## src/hdl/srcs_pkg.sv

```systemverilog
// Shared types and constants for the simple RISC core step unit.
package srcs_pkg;

	localparam int MEM_WORDS_DEF = 4096;
	localparam int IO_REG_COUNT  = 18;
	localparam int REG_COUNT     = 16;

	// item modes
	localparam logic [1:0] MODE_LOAD = 2'd0;
	localparam logic [1:0] MODE_STEP = 2'd1;
	localparam logic [1:0] MODE_READ = 2'd2;

	// io access kinds
	localparam logic [1:0] IOA_NONE  = 2'd0;
	localparam logic [1:0] IOA_READ  = 2'd1;
	localparam logic [1:0] IOA_WRITE = 2'd2;

	// opcodes
	localparam logic [7:0] OP_ADD  = 8'd0;
	localparam logic [7:0] OP_SUB  = 8'd1;
	localparam logic [7:0] OP_AND  = 8'd2;
	localparam logic [7:0] OP_OR   = 8'd3;
	localparam logic [7:0] OP_SLL  = 8'd4;
	localparam logic [7:0] OP_SRA  = 8'd5;
	localparam logic [7:0] OP_SRL  = 8'd6;
	localparam logic [7:0] OP_BEQ  = 8'd7;
	localparam logic [7:0] OP_BNE  = 8'd8;
	localparam logic [7:0] OP_BLT  = 8'd9;
	localparam logic [7:0] OP_BGT  = 8'd10;
	localparam logic [7:0] OP_BLE  = 8'd11;
	localparam logic [7:0] OP_BGE  = 8'd12;
	localparam logic [7:0] OP_JAL  = 8'd13;
	localparam logic [7:0] OP_LW   = 8'd14;
	localparam logic [7:0] OP_SW   = 8'd15;
	localparam logic [7:0] OP_RETI = 8'd16;
	localparam logic [7:0] OP_IN   = 8'd17;
	localparam logic [7:0] OP_OUT  = 8'd18;
	localparam logic [7:0] OP_HALT = 8'd19;

	// io register numbers
	localparam logic [4:0] IO_IRQ0EN    = 5'd0;
	localparam logic [4:0] IO_IRQ1EN    = 5'd1;
	localparam logic [4:0] IO_IRQ2EN    = 5'd2;
	localparam logic [4:0] IO_IRQ0ST    = 5'd3;
	localparam logic [4:0] IO_IRQ1ST    = 5'd4;
	localparam logic [4:0] IO_IRQ2ST    = 5'd5;
	localparam logic [4:0] IO_IRQHANDLER = 5'd6;
	localparam logic [4:0] IO_IRQRETURN = 5'd7;
	localparam logic [4:0] IO_CLKS      = 5'd8;
	localparam logic [4:0] IO_TIMEREN   = 5'd11;
	localparam logic [4:0] IO_TIMERCUR  = 5'd12;
	localparam logic [4:0] IO_TIMERMAX  = 5'd13;

	localparam logic [3:0] REG_RA = 4'd15;

	typedef struct packed {
		logic accept;
		logic clear;
		logic fetch;
		logic rd_rs;
		logic rd_rt;
		logic rd_rd;
		logic exec;
		logic memw;
		logic rdw;
		logic publish;
	} cmd_t;

	typedef struct packed {
		logic clear_last;
		logic fetch_stop;
		logic exec_lw;
	} sts_t;

endpackage

```

## src/hdl/srcs_ctrl.sv

```systemverilog
// Controller state machine of the step unit.
module srcs_ctrl (
	input  logic           clk,
	input  logic           arst_n,
	input  logic           in_valid,
	input  logic [1:0]     mode,
	output logic           in_ready,
	output logic           out_valid,
	input  logic           out_ready,
	input  srcs_pkg::sts_t sts,
	output srcs_pkg::cmd_t cmd
);

	localparam logic [3:0] ST_CLEAR = 4'd0;
	localparam logic [3:0] ST_IDLE  = 4'd1;
	localparam logic [3:0] ST_FETCH = 4'd2;
	localparam logic [3:0] ST_RS    = 4'd3;
	localparam logic [3:0] ST_RT    = 4'd4;
	localparam logic [3:0] ST_RD    = 4'd5;
	localparam logic [3:0] ST_EXEC  = 4'd6;
	localparam logic [3:0] ST_MEMW  = 4'd7;
	localparam logic [3:0] ST_RDW   = 4'd8;
	localparam logic [3:0] ST_DONE  = 4'd9;

	logic [3:0] state_q, state_nx;
	logic       out_valid_q;

	always_comb begin
		state_nx = state_q;
		cmd      = '0;
		in_ready = 1'b0;
		case (state_q)
			ST_CLEAR: begin
				cmd.clear = 1'b1;
				if (sts.clear_last) state_nx = ST_IDLE;
			end
			ST_IDLE: begin
				in_ready = 1'b1;
				if (in_valid) begin
					cmd.accept = 1'b1;
					case (mode)
						srcs_pkg::MODE_STEP: state_nx = ST_FETCH;
						srcs_pkg::MODE_READ: state_nx = ST_RDW;
						default:             state_nx = ST_DONE;
					endcase
				end
			end
			ST_FETCH: begin
				cmd.fetch = 1'b1;
				state_nx  = sts.fetch_stop ? ST_DONE : ST_RS;
			end
			ST_RS: begin
				cmd.rd_rs = 1'b1;
				state_nx  = ST_RT;
			end
			ST_RT: begin
				cmd.rd_rt = 1'b1;
				state_nx  = ST_RD;
			end
			ST_RD: begin
				cmd.rd_rd = 1'b1;
				state_nx  = ST_EXEC;
			end
			ST_EXEC: begin
				cmd.exec = 1'b1;
				state_nx = sts.exec_lw ? ST_MEMW : ST_DONE;
			end
			ST_MEMW: begin
				cmd.memw = 1'b1;
				state_nx = ST_DONE;
			end
			ST_RDW: begin
				cmd.rdw  = 1'b1;
				state_nx = ST_DONE;
			end
			ST_DONE: begin
				if (!out_valid_q || out_ready) begin
					cmd.publish = 1'b1;
					state_nx    = ST_IDLE;
				end
			end
			default: state_nx = ST_IDLE;
		endcase
	end

	always_ff @(posedge clk or negedge arst_n) begin
		if (!arst_n) begin
			state_q     <= ST_CLEAR;
			out_valid_q <= 1'b0;
		end else begin
			state_q <= state_nx;
			if (cmd.publish) out_valid_q <= 1'b1;
			else if (out_ready) out_valid_q <= 1'b0;
		end
	end

	assign out_valid = out_valid_q;

	a_stop_to_done: assert property (@(posedge clk) disable iff (!arst_n)
		(state_q == ST_FETCH && sts.fetch_stop) |=> (state_q == ST_DONE))
		else $error("halted or halting step did not skip execution");

	a_lw_waits: assert property (@(posedge clk) disable iff (!arst_n)
		(state_q == ST_EXEC && sts.exec_lw) |=> (state_q == ST_MEMW))
		else $error("load word skipped its memory wait");

	a_no_overwrite: assert property (@(posedge clk) disable iff (!arst_n)
		(state_q == ST_DONE && out_valid_q && !out_ready) |=> (state_q == ST_DONE))
		else $error("result published over a pending one");

endmodule

```

## config.mk

```make
export PLATFORM = sky130hd
export DESIGN_NAME = srcs_ctrl
export DESIGN_NICKNAME = d
export VERILOG_FILES = /design/src/hdl/srcs_pkg.sv /design/src/hdl/srcs_ctrl.sv
export SDC_FILE = /design/constraint.sdc
export NUM_CORES = 1
export LEC_CHECK = 0
export BUFFER_PORTS_ARGS = -buffer_cell sky130_fd_sc_hd__buf_4
export CORE_AREA = 2 2 39 41
export DETAILED_ROUTE_END_ITERATION = 7
export DIE_AREA = 0 0 41 43
export PLACE_DENSITY_LB_ADDON = 0.25
export SETUP_SLACK_MARGIN = 0.4
export SYNTH_ARGS = -nofsm -noshare
export SYNTH_HDL_FRONTEND = slang
export SYNTH_SLANG_ARGS = --single-unit
```

## constraint.sdc

```tcl
create_clock -name clk -period 1.13 [get_ports clk]
set_input_delay 0.0565 -clock clk [delete_from_list [all_inputs] [get_ports clk]]
set_output_delay 0.0565 -clock clk [all_outputs]
set_load 0.005 [all_outputs]
```

# After elaboration in Yosys (flattened, before gate mapping)
# Index checks and enable logic that the tools add are counted.
# totals
register_bits	5
wordCells	44
input_bits	9
output_inout_bits	12
# op_classes
n_reduce_logical	6
muxes	22
eq_ne	14
# ops
op	n
case mux 4 bit (9 select lines)	1
two-way mux 4 bit	5
equality test 4 x 3 -> 1 bit (second input constant)	4
two-way mux 1 bit	15
equality test 4 x 2 -> 1 bit (second input constant)	2
equality test 4 bit (second input constant)	2
case mux 4 bit (2 select lines)	1
!= test 2 bit (second input constant)	3
equality test 4 x 1 -> 1 bit (second input constant)	1
logical NOT 4 bit	1
AND reduction 3 bit	1
equality test 2 x 1 -> 1 bit (second input constant)	1
equality test 2 bit (second input constant)	1
nonzero test 2 bit	1
OR reduction 2 bit	1
logical NOT 1 bit	1
logical OR 1 bit	1

# Depth between registers and ports, before layout
# Gate-level depths: netlist (run 1).
# depth
ltp_word	5
mapped_depth	6
mapped_depth_nobuf	6

# Worst setup path after synthesis (run 1)
# OpenSTA, ideal clock, no wires.
# synth_path
path_kind	register to register
from	register state_q[1]
to	register state_q[3]
arrival_time_ns	1.096
synth_period_minus_slack_ns	1.171
setup_ns	0.075
stages_incl_launch_ff	6
n_path_buf	1
t_required_ns	1.055
slack_ns	-0.041
path_cell_list	dfrtp_1 -> buf_6 -> nand2b_4 -> o22a_1 -> o221ai_2 -> o2bb2ai_2
# synth_between
elab_chain_cells	3
word_cells_on_any_way	16
classes_between	eq/ne (12); mux (1); reduce/logical (3)
# synth_rtl
element	line_no	rtl
from (decl)	srcs_ctrl.sv:25	logic [3:0] state_q, state_nx;
from (signal assigned)	srcs_ctrl.sv:91	state_q <= state_nx;
equality test 4 bit (tied with other cells)	srcs_ctrl.sv:32	case (state_q)
OR reduction 2 bit (no source line) or != test 2 bit (tied branches)	--	
case mux 4 bit (9 select lines) or AND reduction 3 bit (tied branches)	--	
# Several ways; a longest one is shown, not always the timed one.
# A chain may end at the register's enable or synchronous reset.

==> results of run 1 <==
[sequential cells by signal (all words and copies together), names as in the netlist]
register and flops:
state_q 4, out_valid 1
[metal layers]
layer,up-vias,part of all wire
met5,-,0
met3,7,0.031
met2,17,0.52
met4,0,0.041
met1,265,0.41
li1,268,-
[final cells by class]
| type | instances | area (um^2) | share of cell area |
|---|---|---|---|
| tap | 16 | 20.0 | 0.0222 |
| timing repair buffer | 41 | 355 | 0.394 |
| inverter | 6 | 22.5 | 0.0250 |
| sequential | 5 | 129 | 0.143 |
| multi-input combinational | 40 | 349 | 0.387 |
| clock buffer | 4 | 26.3 | 0.0291 |
[power groups by stage]
stage / Clock [mW] / Sequential [mW] / Combinational (mW)
after CTS: 0.218 / 0.372 / 1.35
after global routing: 0.233 / 0.389 / 1.86
final: 0.221 / 0.377 / 1.74
after global placement: 0 / 0.356 / 1.10
after floorplan: 0 / 0.304 / 0.703
after detailed placement: 0 / 0.365 / 1.10
[worst paths after layout]
check / startpoint / end / slack, ns / depth (start not counted)
min reg2reg: out_valid / out_valid / 0.56 / 2
max: state_q[0] / cmd[0] / -0.21 / 5
max reg2reg: state_q[2] / state_q[0] / -0.20 / 6
max in group asynchronous: arst_n / state_q[0] / 0.87 / 2
min in group asynchronous: arst_n / state_q[2] / 0.15 / 2
min: out_ready / out_valid / 0.12 / 3
[worst min-delay path, cell delays in order]
cell and delay [ns]:
buf_4 0.07, nand2b_1 0.14, nand2_1 0.06
[Yosys cell counts (2+ instances only)]
master	n	share of area
dfrtp_1	5	0.29
nor2b_1	2	0.029
nand2b_1	4	0.059
a21oi_1	3	0.035
inv_1	5	0.044
o21ai_1	2	0.023
nand2_1	3	0.026
nor3_1	4	0.047
nor2_1	9	0.079
[per-stage QoR]
stage	worst slack [ns]	instances	util	total power [mW]	cell area, um^2
after floorplan	-0.0135	54	-	1.01	447
after detailed placement	-0.110	98	0.481	1.47	666
after global placement	-0.0751	98	0.481	1.45	666
after global routing	-0.305	112	0.652	2.48	902
after CTS	-0.200	108	0.572	1.94	792
final	-0.214	112	0.652	2.34	902
[cell families (layout without fill, tap and decap cells)]
family | Yosys count | in the layout | share of synthesized area
simple gates | 27 | 27 | 0.349
compound gates | 12 | 12 | 0.220
buf+inv | 9 | 51 | 0.108
flops | 5 | 5 | 0.293
fa+ha+maj | 1 | 1 | 0.0293
[what timing repair did]
action                                  in CTS  in global routing
pin swaps                                    4                  7
hold buffers                                 1                  0
buffers inserted                             5                  4
resized for setup                           16                 19
hold endpoints to repair                     5                  0
endpoints found under the setup margin      17                 17
==> metrics, run 1 <==
Mapped Cells 54; initial DRC count 12; nets 107; Die Height about 43 um; Worst Path Buf+Inv 2; met2 usage 0.278; via count 557; Max Cap Violations 0; largest net degree at the start of global routing 8; GR Util met1 0.255; Mapped Area about 430 um^2; most common cell after layout, fill and taps aside buf_4; clock root buffer clkbuf_4; clock group share of total power 0.094; met3 Use GR 0.0209; setup TNS -2.39 ns; synth warn 0; FILL cells 112; switching pwr between 0.9 and 1 mW; IO buf count 20; combinational share of power 0.744; grt ovf 0; placed wire-length estimate 909 um; async set-reset flop share out of synthesis 1.00; via density per instance around 5; RSZ-0062 raised after global routing true; Critical-path top delay cell dfrtp_2; final hold vios 0; kind of start point of the critical path flip-flop; core area 0.00138 mm^2; drt pass-1 iters 4; total die area 0.00176 mm^2; most frequent cells in the layout buf_4 (28), buf_6 (12), inv_1 (5), nor2_4 (4); Antenna Nets Post-Route 0; final WL roughly 1600 um; internal power 1.38 mW; Max VDD drop 0.00131 V; GRT Total Usage 0.187; slew at the pin with the worst max-slew slack 0.290 ns; Syn Nets 64; P_leak roughly 0.44 nW; Final Critical Period ~1.3 ns; Clock Sinks 5; ys flop type dfrtp_1; Post-synth EDFFs 0; DRC 0; critical path type flip-flop to primary output; Final Worst Setup Slack -0.214 ns; Die W 41 um; CP Cell Sequence inv_2 -> nor2_4 -> nand3b_1 -> nor2b_1 -> buf_4; max-slew violations 0; CP delay by family, top simple AND/OR/NAND/NOR gates; Reg power frac 0.161; status finished with violations; Final Skew 0.00148 ns; Slowest Stage Delay on Critical Path 0.42 ns; worst skew pair latency 0.25 ns; crit end category primary output; layout cells sized above 1 0.708; hold slack 0.123 ns; io pins 21; PwrDens 2590 mW/mm^2; Max FO, Critical Path 6; Netlist cell types 26; Hold Path Class input pin to flip-flop; total CTS buffers 3; CTS tree built; global placement routability congestion 0.864; Critical Path AT 1.29 ns; Clock Tree Buf Depth 2; normalized max-slew margin 0.807; htree depth 1; Starting Density 0.308; period utilisation layout 1.19; setup violators final 15; first-pass GRT wire length 2200 um; gr busiest metal met2; row cnt 14; vias in the first global route 501; fmax between 0.7 and 0.8 GHz; initial antenna violation count 0; Diodes inserted 0; required time worst endpoint approximately 1.1 ns; clock slew at reported path FFs 0.05 ns; syn avg cell area ~7.9 um^2; count of state elements after synthesis 5; violated checks negative setup slack; wire length per cell about 14 um; switching share of power 0.408; area added between synthesis and finish 111%; sequential fraction of the synthesis area 0.293
(Power assumes the default switching activity.)
==> inputs of run 2 (changes only) <==
--- a/config.mk
+++ b/config.mk
@@ -10,7 +10,7 @@
 export DETAILED_ROUTE_END_ITERATION = 7
 export DIE_AREA = 0 0 41 43
 export PLACE_DENSITY_LB_ADDON = 0.25
-export SETUP_SLACK_MARGIN = 0.4
+export SETUP_SLACK_MARGIN = 0.2
 export SYNTH_ARGS = -nofsm -noshare
 export SYNTH_HDL_FRONTEND = slang
 export SYNTH_SLANG_ARGS = --single-unit
==> run 2 against run 1 <==
  * Critical path depth stayed put
  * Global-route usage decreased by 0.80 points
  * Worst hold slack gained 0.012 ns
  * Largest cell class is now multi-input combinational cells
  * Sequential power is 4% lower
  * First-iteration DRC count shrank 33%
  * Via count decreased by 7.5%
  * The run still ends with negative setup slack left
  * Power down 12%
  * Maximum frequency grew 1.1%
  * Clock-buffer cell count stayed put
  * Register-to-register slack better by 0.10 ns
  * Die area stayed put
  * Clock skew grew 0.0017 ns
==> metrics, run 2 (synthesis results as in run 1) <==
status finished with violations (unchanged); htree depth 1 (unchanged); normalized max-slew margin 0.846 (was 0.807); PwrDens 2470 mW/mm^2 (was 2590 mW/mm^2); Setup WS pre-CTS -0.126 ns (was -0.110 ns); crit end category primary output (unchanged); nets 105 (was 107); DRC 0 (unchanged); kind of start point of the critical path flip-flop (unchanged); via count 515 (was 557); most common cell after layout, fill and taps aside buf_4 (unchanged); GRT Total Usage 0.179 (was 0.187); Biggest register state_q (unchanged); slew at the pin with the worst max-slew slack 0.231 ns (was 0.290 ns); grt ovf 0 (unchanged); max-slew violations 0 (unchanged); max FFs per register 4 (unchanged); worst r2r path cells 5 (was 6); clock slew at reported path FFs 0.05 ns (about the same); setup violators final 15 (unchanged); Reg power frac 0.177 (was 0.161); fmax 0.752 GHz (was 0.744 GHz); Die Height 43 um (unchanged); Final Worst Setup Slack -0.200 ns (was -0.214 ns); CP startpoint state_q[0] (unchanged); initial antenna violation count 0 (unchanged); Final Critical Period 1.33 ns (was 1.34 ns); internal power 1.23 mW (was 1.38 mW); RSZ-0062 raised after global routing true (unchanged); required time worst endpoint 1.07 ns (about the same); Clock Tree Buf Depth 2 (unchanged); Critical Path AT 1.27 ns (was 1.29 ns); switching share of power 0.398 (was 0.408); vias in the first global route 504 (was 501); placed wire-length estimate 864 um (was 909 um); Max Cap Violations 0 (unchanged); switching pwr 0.815 mW (was 0.952 mW); largest net degree at the start of global routing 8 (unchanged); first-pass GRT wire length 2090 um (was 2200 um); violated checks negative setup slack (unchanged); reg2reg start state_q[0] (was state_q[2]); total die area 0.00176 mm^2 (unchanged); clock group share of total power 0.106 (was 0.094); Non-Filler Instances 110 (was 112); io pins 21 (unchanged); global placement routability congestion 0.841 (was 0.864); final hold vios 0 (unchanged); worst skew pair latency 0.25 ns (about the same); reg-to-reg slack, setup -0.10 ns (was -0.20 ns); final WL 1330 um (was 1550 um); initial DRC count 8 (was 12); critical path type flip-flop to primary output (unchanged); layout cells sized above 1 0.681 (was 0.708); Final Cell Area 830 um^2 (was 902 um^2); drt pass-1 iters 4 (unchanged); Die W 41 um (unchanged); total CTS buffers 3 (unchanged); via density per instance 4.68 (was 4.97); Max VDD drop 0.00112 V (was 0.00131 V); CTS tree built (unchanged); Antenna Nets Post-Route 0 (unchanged); Starting Density 0.308 (unchanged); core area 0.00138 mm^2 (unchanged); Critical R2R Capture state_q[1] (was state_q[0]); IO buf count 20 (unchanged); Hold Path Class input pin to flip-flop (unchanged); row cnt 14 (unchanged); Diodes inserted 0 (unchanged); Critical Path End cmd[1] (was cmd[0]); clock root buffer clkbuf_4 (unchanged); most frequent cells in the layout buf_4 (34), inv_1 (5), nor2_1 (4), buf_6 (4) (was buf_4 (28), buf_6 (12), inv_1 (5), nor2_4 (4)); combinational share of power 0.716 (was 0.744); period utilisation layout 1.18 (was 1.19); Final Skew 0.00322 ns (was 0.00148 ns); wire length per cell 12.1 um (was 13.8 um); Max FO, Critical Path 5 (was 6); hold slack 0.134 ns (was 0.123 ns); placed cells 97 (was 98); P_leak 0.414 nW (was 0.438 nW); area added between synthesis and finish 94.4% (was 111%); Clock Sinks 5 (unchanged); Area after DPL 658 um^2 (was 666 um^2)
==> run 2: area by class of cell <==
type | instances | area, um^2
Fill cell | 121 | 554
Multi-Input combinational cell | 40 | 322
Timing Repair Buffer | 39 | 310
Sequential cell | 5 | 129
Clock buffer | 4 | 26.3
Inverter | 6 | 22.5
Tap cell | 16 | 20.0
==> run 2: power groups by stage <==
| stage | logic (mW) | registers (mW) | clock network [mW] |
|---|---|---|---|
| 5_1_grt | 1.59 | 0.373 | 0.235 |
| 4_1_cts | 1.27 | 0.350 | 0.221 |
| 6_report | 1.47 | 0.363 | 0.218 |
| 3_3_place_gp | 1.09 | 0.360 | 0 |
| 3_5_place_dp | 1.07 | 0.360 | 0 |
| 2_1_floorplan | 0.700 | 0.304 | 0 |
==> run 2: what timing repair did <==
action	4_1_cts	5_1_grt
pin swaps	2	1
hold buffers	1	0
cloned	0	0
endpoints found under the hold margin	5	0
setup endpoints to repair	16	16
resized for setup	10	13
setup buffers	4	4
==> run 2: how the worst min path moves through the flow <==
stage | from | to | slack (ns) | depth (start not counted)
final | out_ready | state_q[3] | 0.13 | 3
after detailed placement | arst_n | out_valid | -0.14 | 1
after global routing | arst_n | state_q[2] | 0.14 | 2
after global placement | arst_n | state_q[3] | -0.14 | 1
after CTS | out_ready | state_q[3] | 0.13 | 3
after floorplan | arst_n | out_valid | -0.24 | 0
==> run 2: per-layer routing <==
layer  wire length, um  track usage  vias up
met5                 0            0        -
met1               606        0.208      235
met3                49       0.0471        4
met2               647        0.272       13
li1                  -            -      263
met4                30        0.120        0
==> run 2: critical path, stage by stage, from the launching register on <==
cell,delay (ns)
dfrtp_2,0.43
buf_4,0.16
nor3_2,0.15
nand2_2,0.10
inv_1,0.07
buf_4,0.10
==> run 2: through the flow <==
stage | setup TNS [ns] | utilization | power (mW)
2_1_floorplan | -0.0135 | - | 1.00
3_3_place_gp | -0.290 | 0.476 | 1.45
3_5_place_dp | -0.289 | 0.476 | 1.43
4_1_cts | -1.96 | 0.543 | 1.84
5_1_grt | -2.86 | 0.599 | 2.20
6_report | -2.00 | 0.599 | 2.05
==> inputs of run 3 (changes only) <==
--- a/config.mk
+++ b/config.mk
@@ -5,6 +5,7 @@
 export SDC_FILE = /design/constraint.sdc
 export NUM_CORES = 1
 export LEC_CHECK = 0
+export ABC_AREA = 1
 export BUFFER_PORTS_ARGS = -buffer_cell sky130_fd_sc_hd__buf_4
 export CORE_AREA = 2 2 39 41
 export DETAILED_ROUTE_END_ITERATION = 7
==> run 3 against run 2 <==
  * The flow finishes with violations (negative hold slack, negative setup slack)
  * Largest power group unchanged
  * Highest routed layer unchanged
  * Critical path type unchanged
  * Sequential share of layout area is 0.81 points higher
  * Flip-flop and latch count did not move
  * Synthesized cell count grew 46%
==> metrics, run 3 <==
status finished with violations (unchanged); violated checks negative hold slack, negative setup slack (was negative setup slack); Antenna Nets Post-Route 0 (unchanged); placed wire-length estimate 929 um (was 864 um); slew at the pin with the worst max-slew slack 0.191 ns (was 0.231 ns); Clock Sinks 5 (unchanged); count leader, synth nand2_1 (was nor2_1); layout cells sized above 1 0.546 (was 0.681); io pins 21 (unchanged); Final Power 2.07 mW (was 2.05 mW); Clock Tree Buf Depth 2 (unchanged); Final Critical Period 1.28 ns (was 1.33 ns); wire length per cell 10.8 um (was 12.1 um); first-pass GRT wire length 2000 um (was 2090 um); total CTS buffers 3 (unchanged); Die Height 43 um (unchanged); post-layout util 0.570 (was 0.599); top cells by area, synth dfrtp_1 (29%), nand2_1 (21%), nor2_1 (15%) (was dfrtp_1 (29%), nor2_1 (7.9%), nand2b_1 (5.9%)); critical path type flip-flop to primary output (unchanged); row cnt 14 (unchanged); area added between synthesis and finish 80.0% (was 94.4%); syn avg cell area 5.54 um^2 (was 7.90 um^2); met2 usage 0.256 (was 0.272); sequential fraction of the synthesis area 0.286 (was 0.293); nets 119 (was 105); clock slew at reported path FFs 0.04 ns (was 0.05 ns); vias in the first global route 468 (was 504); count of state elements after synthesis 5 (unchanged); Post-synth EDFFs 0 (unchanged); top-area cell type share of the netlist area 0.286 (was 0.293); grt ovf 0 (unchanged); Final Skew 0.00181 ns (was 0.00322 ns); setup violators final 14 (was 15); core area 0.00138 mm^2 (unchanged); Final Cell Area 788 um^2 (was 830 um^2); GRT Total Usage 0.166 (was 0.179); Starting Density 0.316 (was 0.308); final WL 1350 um (was 1330 um); max FFs per register 4 (unchanged); RSZ-0062 raised after global routing true (unchanged); Max FO, Critical Path 5 (unchanged); period utilisation layout 1.13 (was 1.18); crit end category primary output (unchanged); most common cell after layout, fill and taps aside buf_4 (unchanged); max-slew violations 0 (unchanged); async set-reset flop share out of synthesis 1.00 (unchanged); DRC 0 (unchanged); Diodes inserted 0 (unchanged); normalized max-slew margin 0.872 (was 0.846); Setup WS pre-CTS -0.0495 ns (was -0.126 ns); P_leak 0.438 nW (was 0.414 nW); Multi-input gate area 339 um^2 (was 322 um^2); via count 580 (was 515); worst skew pair latency 0.25 ns (about the same); gr busiest metal met2 (unchanged); Mapped Area 438 um^2 (was 427 um^2); hold slack -0.00327 ns (was 0.134 ns); drt pass-1 iters 4 (unchanged); via density per instance 4.68 (about the same); Biggest register state_q (unchanged); Die W 41 um (unchanged); initial DRC count 11 (was 8); clock root buffer clkbuf_4 (unchanged); Max Cap Violations 0 (unchanged); total die area 0.00176 mm^2 (unchanged); ys flop type dfrtp_1 (unchanged); Syn Nets 89 (was 64); final hold vios 1 (was 0); Mapped Cells 79 (was 54); GR Util met1 0.221 (was 0.208); required time worst endpoint 1.07 ns (about the same); top cells by count, synth nand2_1 (24), nor2_1 (17), inv_1 (14), dfrtp_1 (5) (was nor2_1 (9), dfrtp_1 (5), inv_1 (5), nand2b_1 (4), nor3_1 (4)); CTS tree built (unchanged); FILL cells 143 (was 121); met3 Use GR 0.0314 (was 0.0471); Critical Path AT 1.22 ns (was 1.27 ns); post-synth top area cell dfrtp_1 (unchanged); FF/Latch Area 129 um^2 (unchanged); Netlist cell types 13 (was 26); PwrDens 2620 mW/mm^2 (was 2470 mW/mm^2); kind of start point of the critical path flip-flop (unchanged); most frequent cells in the layout buf_4 (21), nand2_1 (17), inv_1 (12), nor2_1 (8) (was buf_4 (34), inv_1 (5), nor2_1 (4), buf_6 (4)); largest net degree at the start of global routing 7 (was 8); initial antenna violation count 0 (unchanged); Max VDD drop 0.00134 V (was 0.00112 V); synth warn 0 (unchanged); global placement routability congestion 0.841 (about the same); Final Worst Setup Slack -0.151 ns (was -0.200 ns); htree depth 1 (unchanged); Area after DPL 654 um^2 (was 658 um^2); Hold Path Class input pin to flip-flop (unchanged); fmax 0.781 GHz (was 0.752 GHz); IO buf count 20 (unchanged)
run 3: cell types whose count changed after synthesis, moves of 2 or more:
| cell | previous run | this run |
|---|---|---|
| nand3_1 | 0 | 4 |
| nor2b_1 | 2 | 0 |
| inv_2 | 1 | 4 |
| nand2_1 | 3 | 24 |
| a21oi_1 | 3 | 0 |
| nand2b_1 | 4 | 0 |
| nor2_1 | 9 | 17 |
| nor2_2 | 0 | 4 |
| nor3_1 | 4 | 1 |
| inv_1 | 5 | 14 |
run 3: cells by family (layout without fill, tap and decap cells):
group                    Yosys count  count (layout)  synth area share
AND/OR/NAND/NOR                   52              52             0.497
buffers and inverters             18              47             0.154
flip-flops                         5               5             0.286
AO/OA/AOI/OAI                      3               3            0.0343
adder cells (fa/ha/maj)            1               1            0.0286
run 3: what timing repair did:
action	CTS	global route
hold buffers	1	0
endpoints found under the setup margin	15	16
pin swaps	1	3
buffers inserted	1	1
resized for setup	8	20
cloned	0	0
hold endpoints to repair	5	0
run 3: critical path, cell delays in order (launching register included):
cell and delay (ns):
dfrtp_2 0.44, buf_4 0.15, nand2_2 0.10, nor2_2 0.06, buf_4 0.12, buf_6 0.10
run 3: cell type report:
type                            count  area share
Multi-Input combinational cell     56       0.430
Sequential cell                     5       0.163
Clock buffer                        4      0.0333
Inverter                           18      0.0921
Timing Repair Buffer               25       0.256
Tap cell                           16      0.0254
run 3: power breakdown:
part | leakage, nW | switching (mW) | internal (mW) | total, mW
registers | 0.0601 | 0.135 | 0.274 | 0.408
clock network | 0.0150 | 0.0819 | 0.134 | 0.216
logic | 0.363 | 0.824 | 0.617 | 1.44
total | 0.438 | 1.04 | 1.03 | 2.07
run 3: metrics by stage:
step / setup TNS (ns) / instances
floorplan: 0 / 79
global placement: -0.0378 / 117
detailed placement: -0.0982 / 117
CTS: -0.996 / 123
global route: -1.92 / 124
finish: -1.00 / 124
run 3: final timing paths:
path                             from          to  slack, ns  cells past startpoint
min                         out_ready   out_valid     -0.003                      2
max reg2reg                state_q[1]  state_q[3]      -0.09                      8
min in group asynchronous      arst_n  state_q[3]       0.15                      2
min reg2reg                 out_valid   out_valid       0.54                      2
max                        state_q[1]      cmd[3]      -0.15                      5
max in group asynchronous      arst_n  state_q[1]       0.86                      2
run 3: per-layer routing:
layer | part of all wire | wire (um)
met3 | 0.044 | 59
met4 | 0.025 | 34
met1 | 0.39 | 518
met5 | 0 | 0
met2 | 0.55 | 734
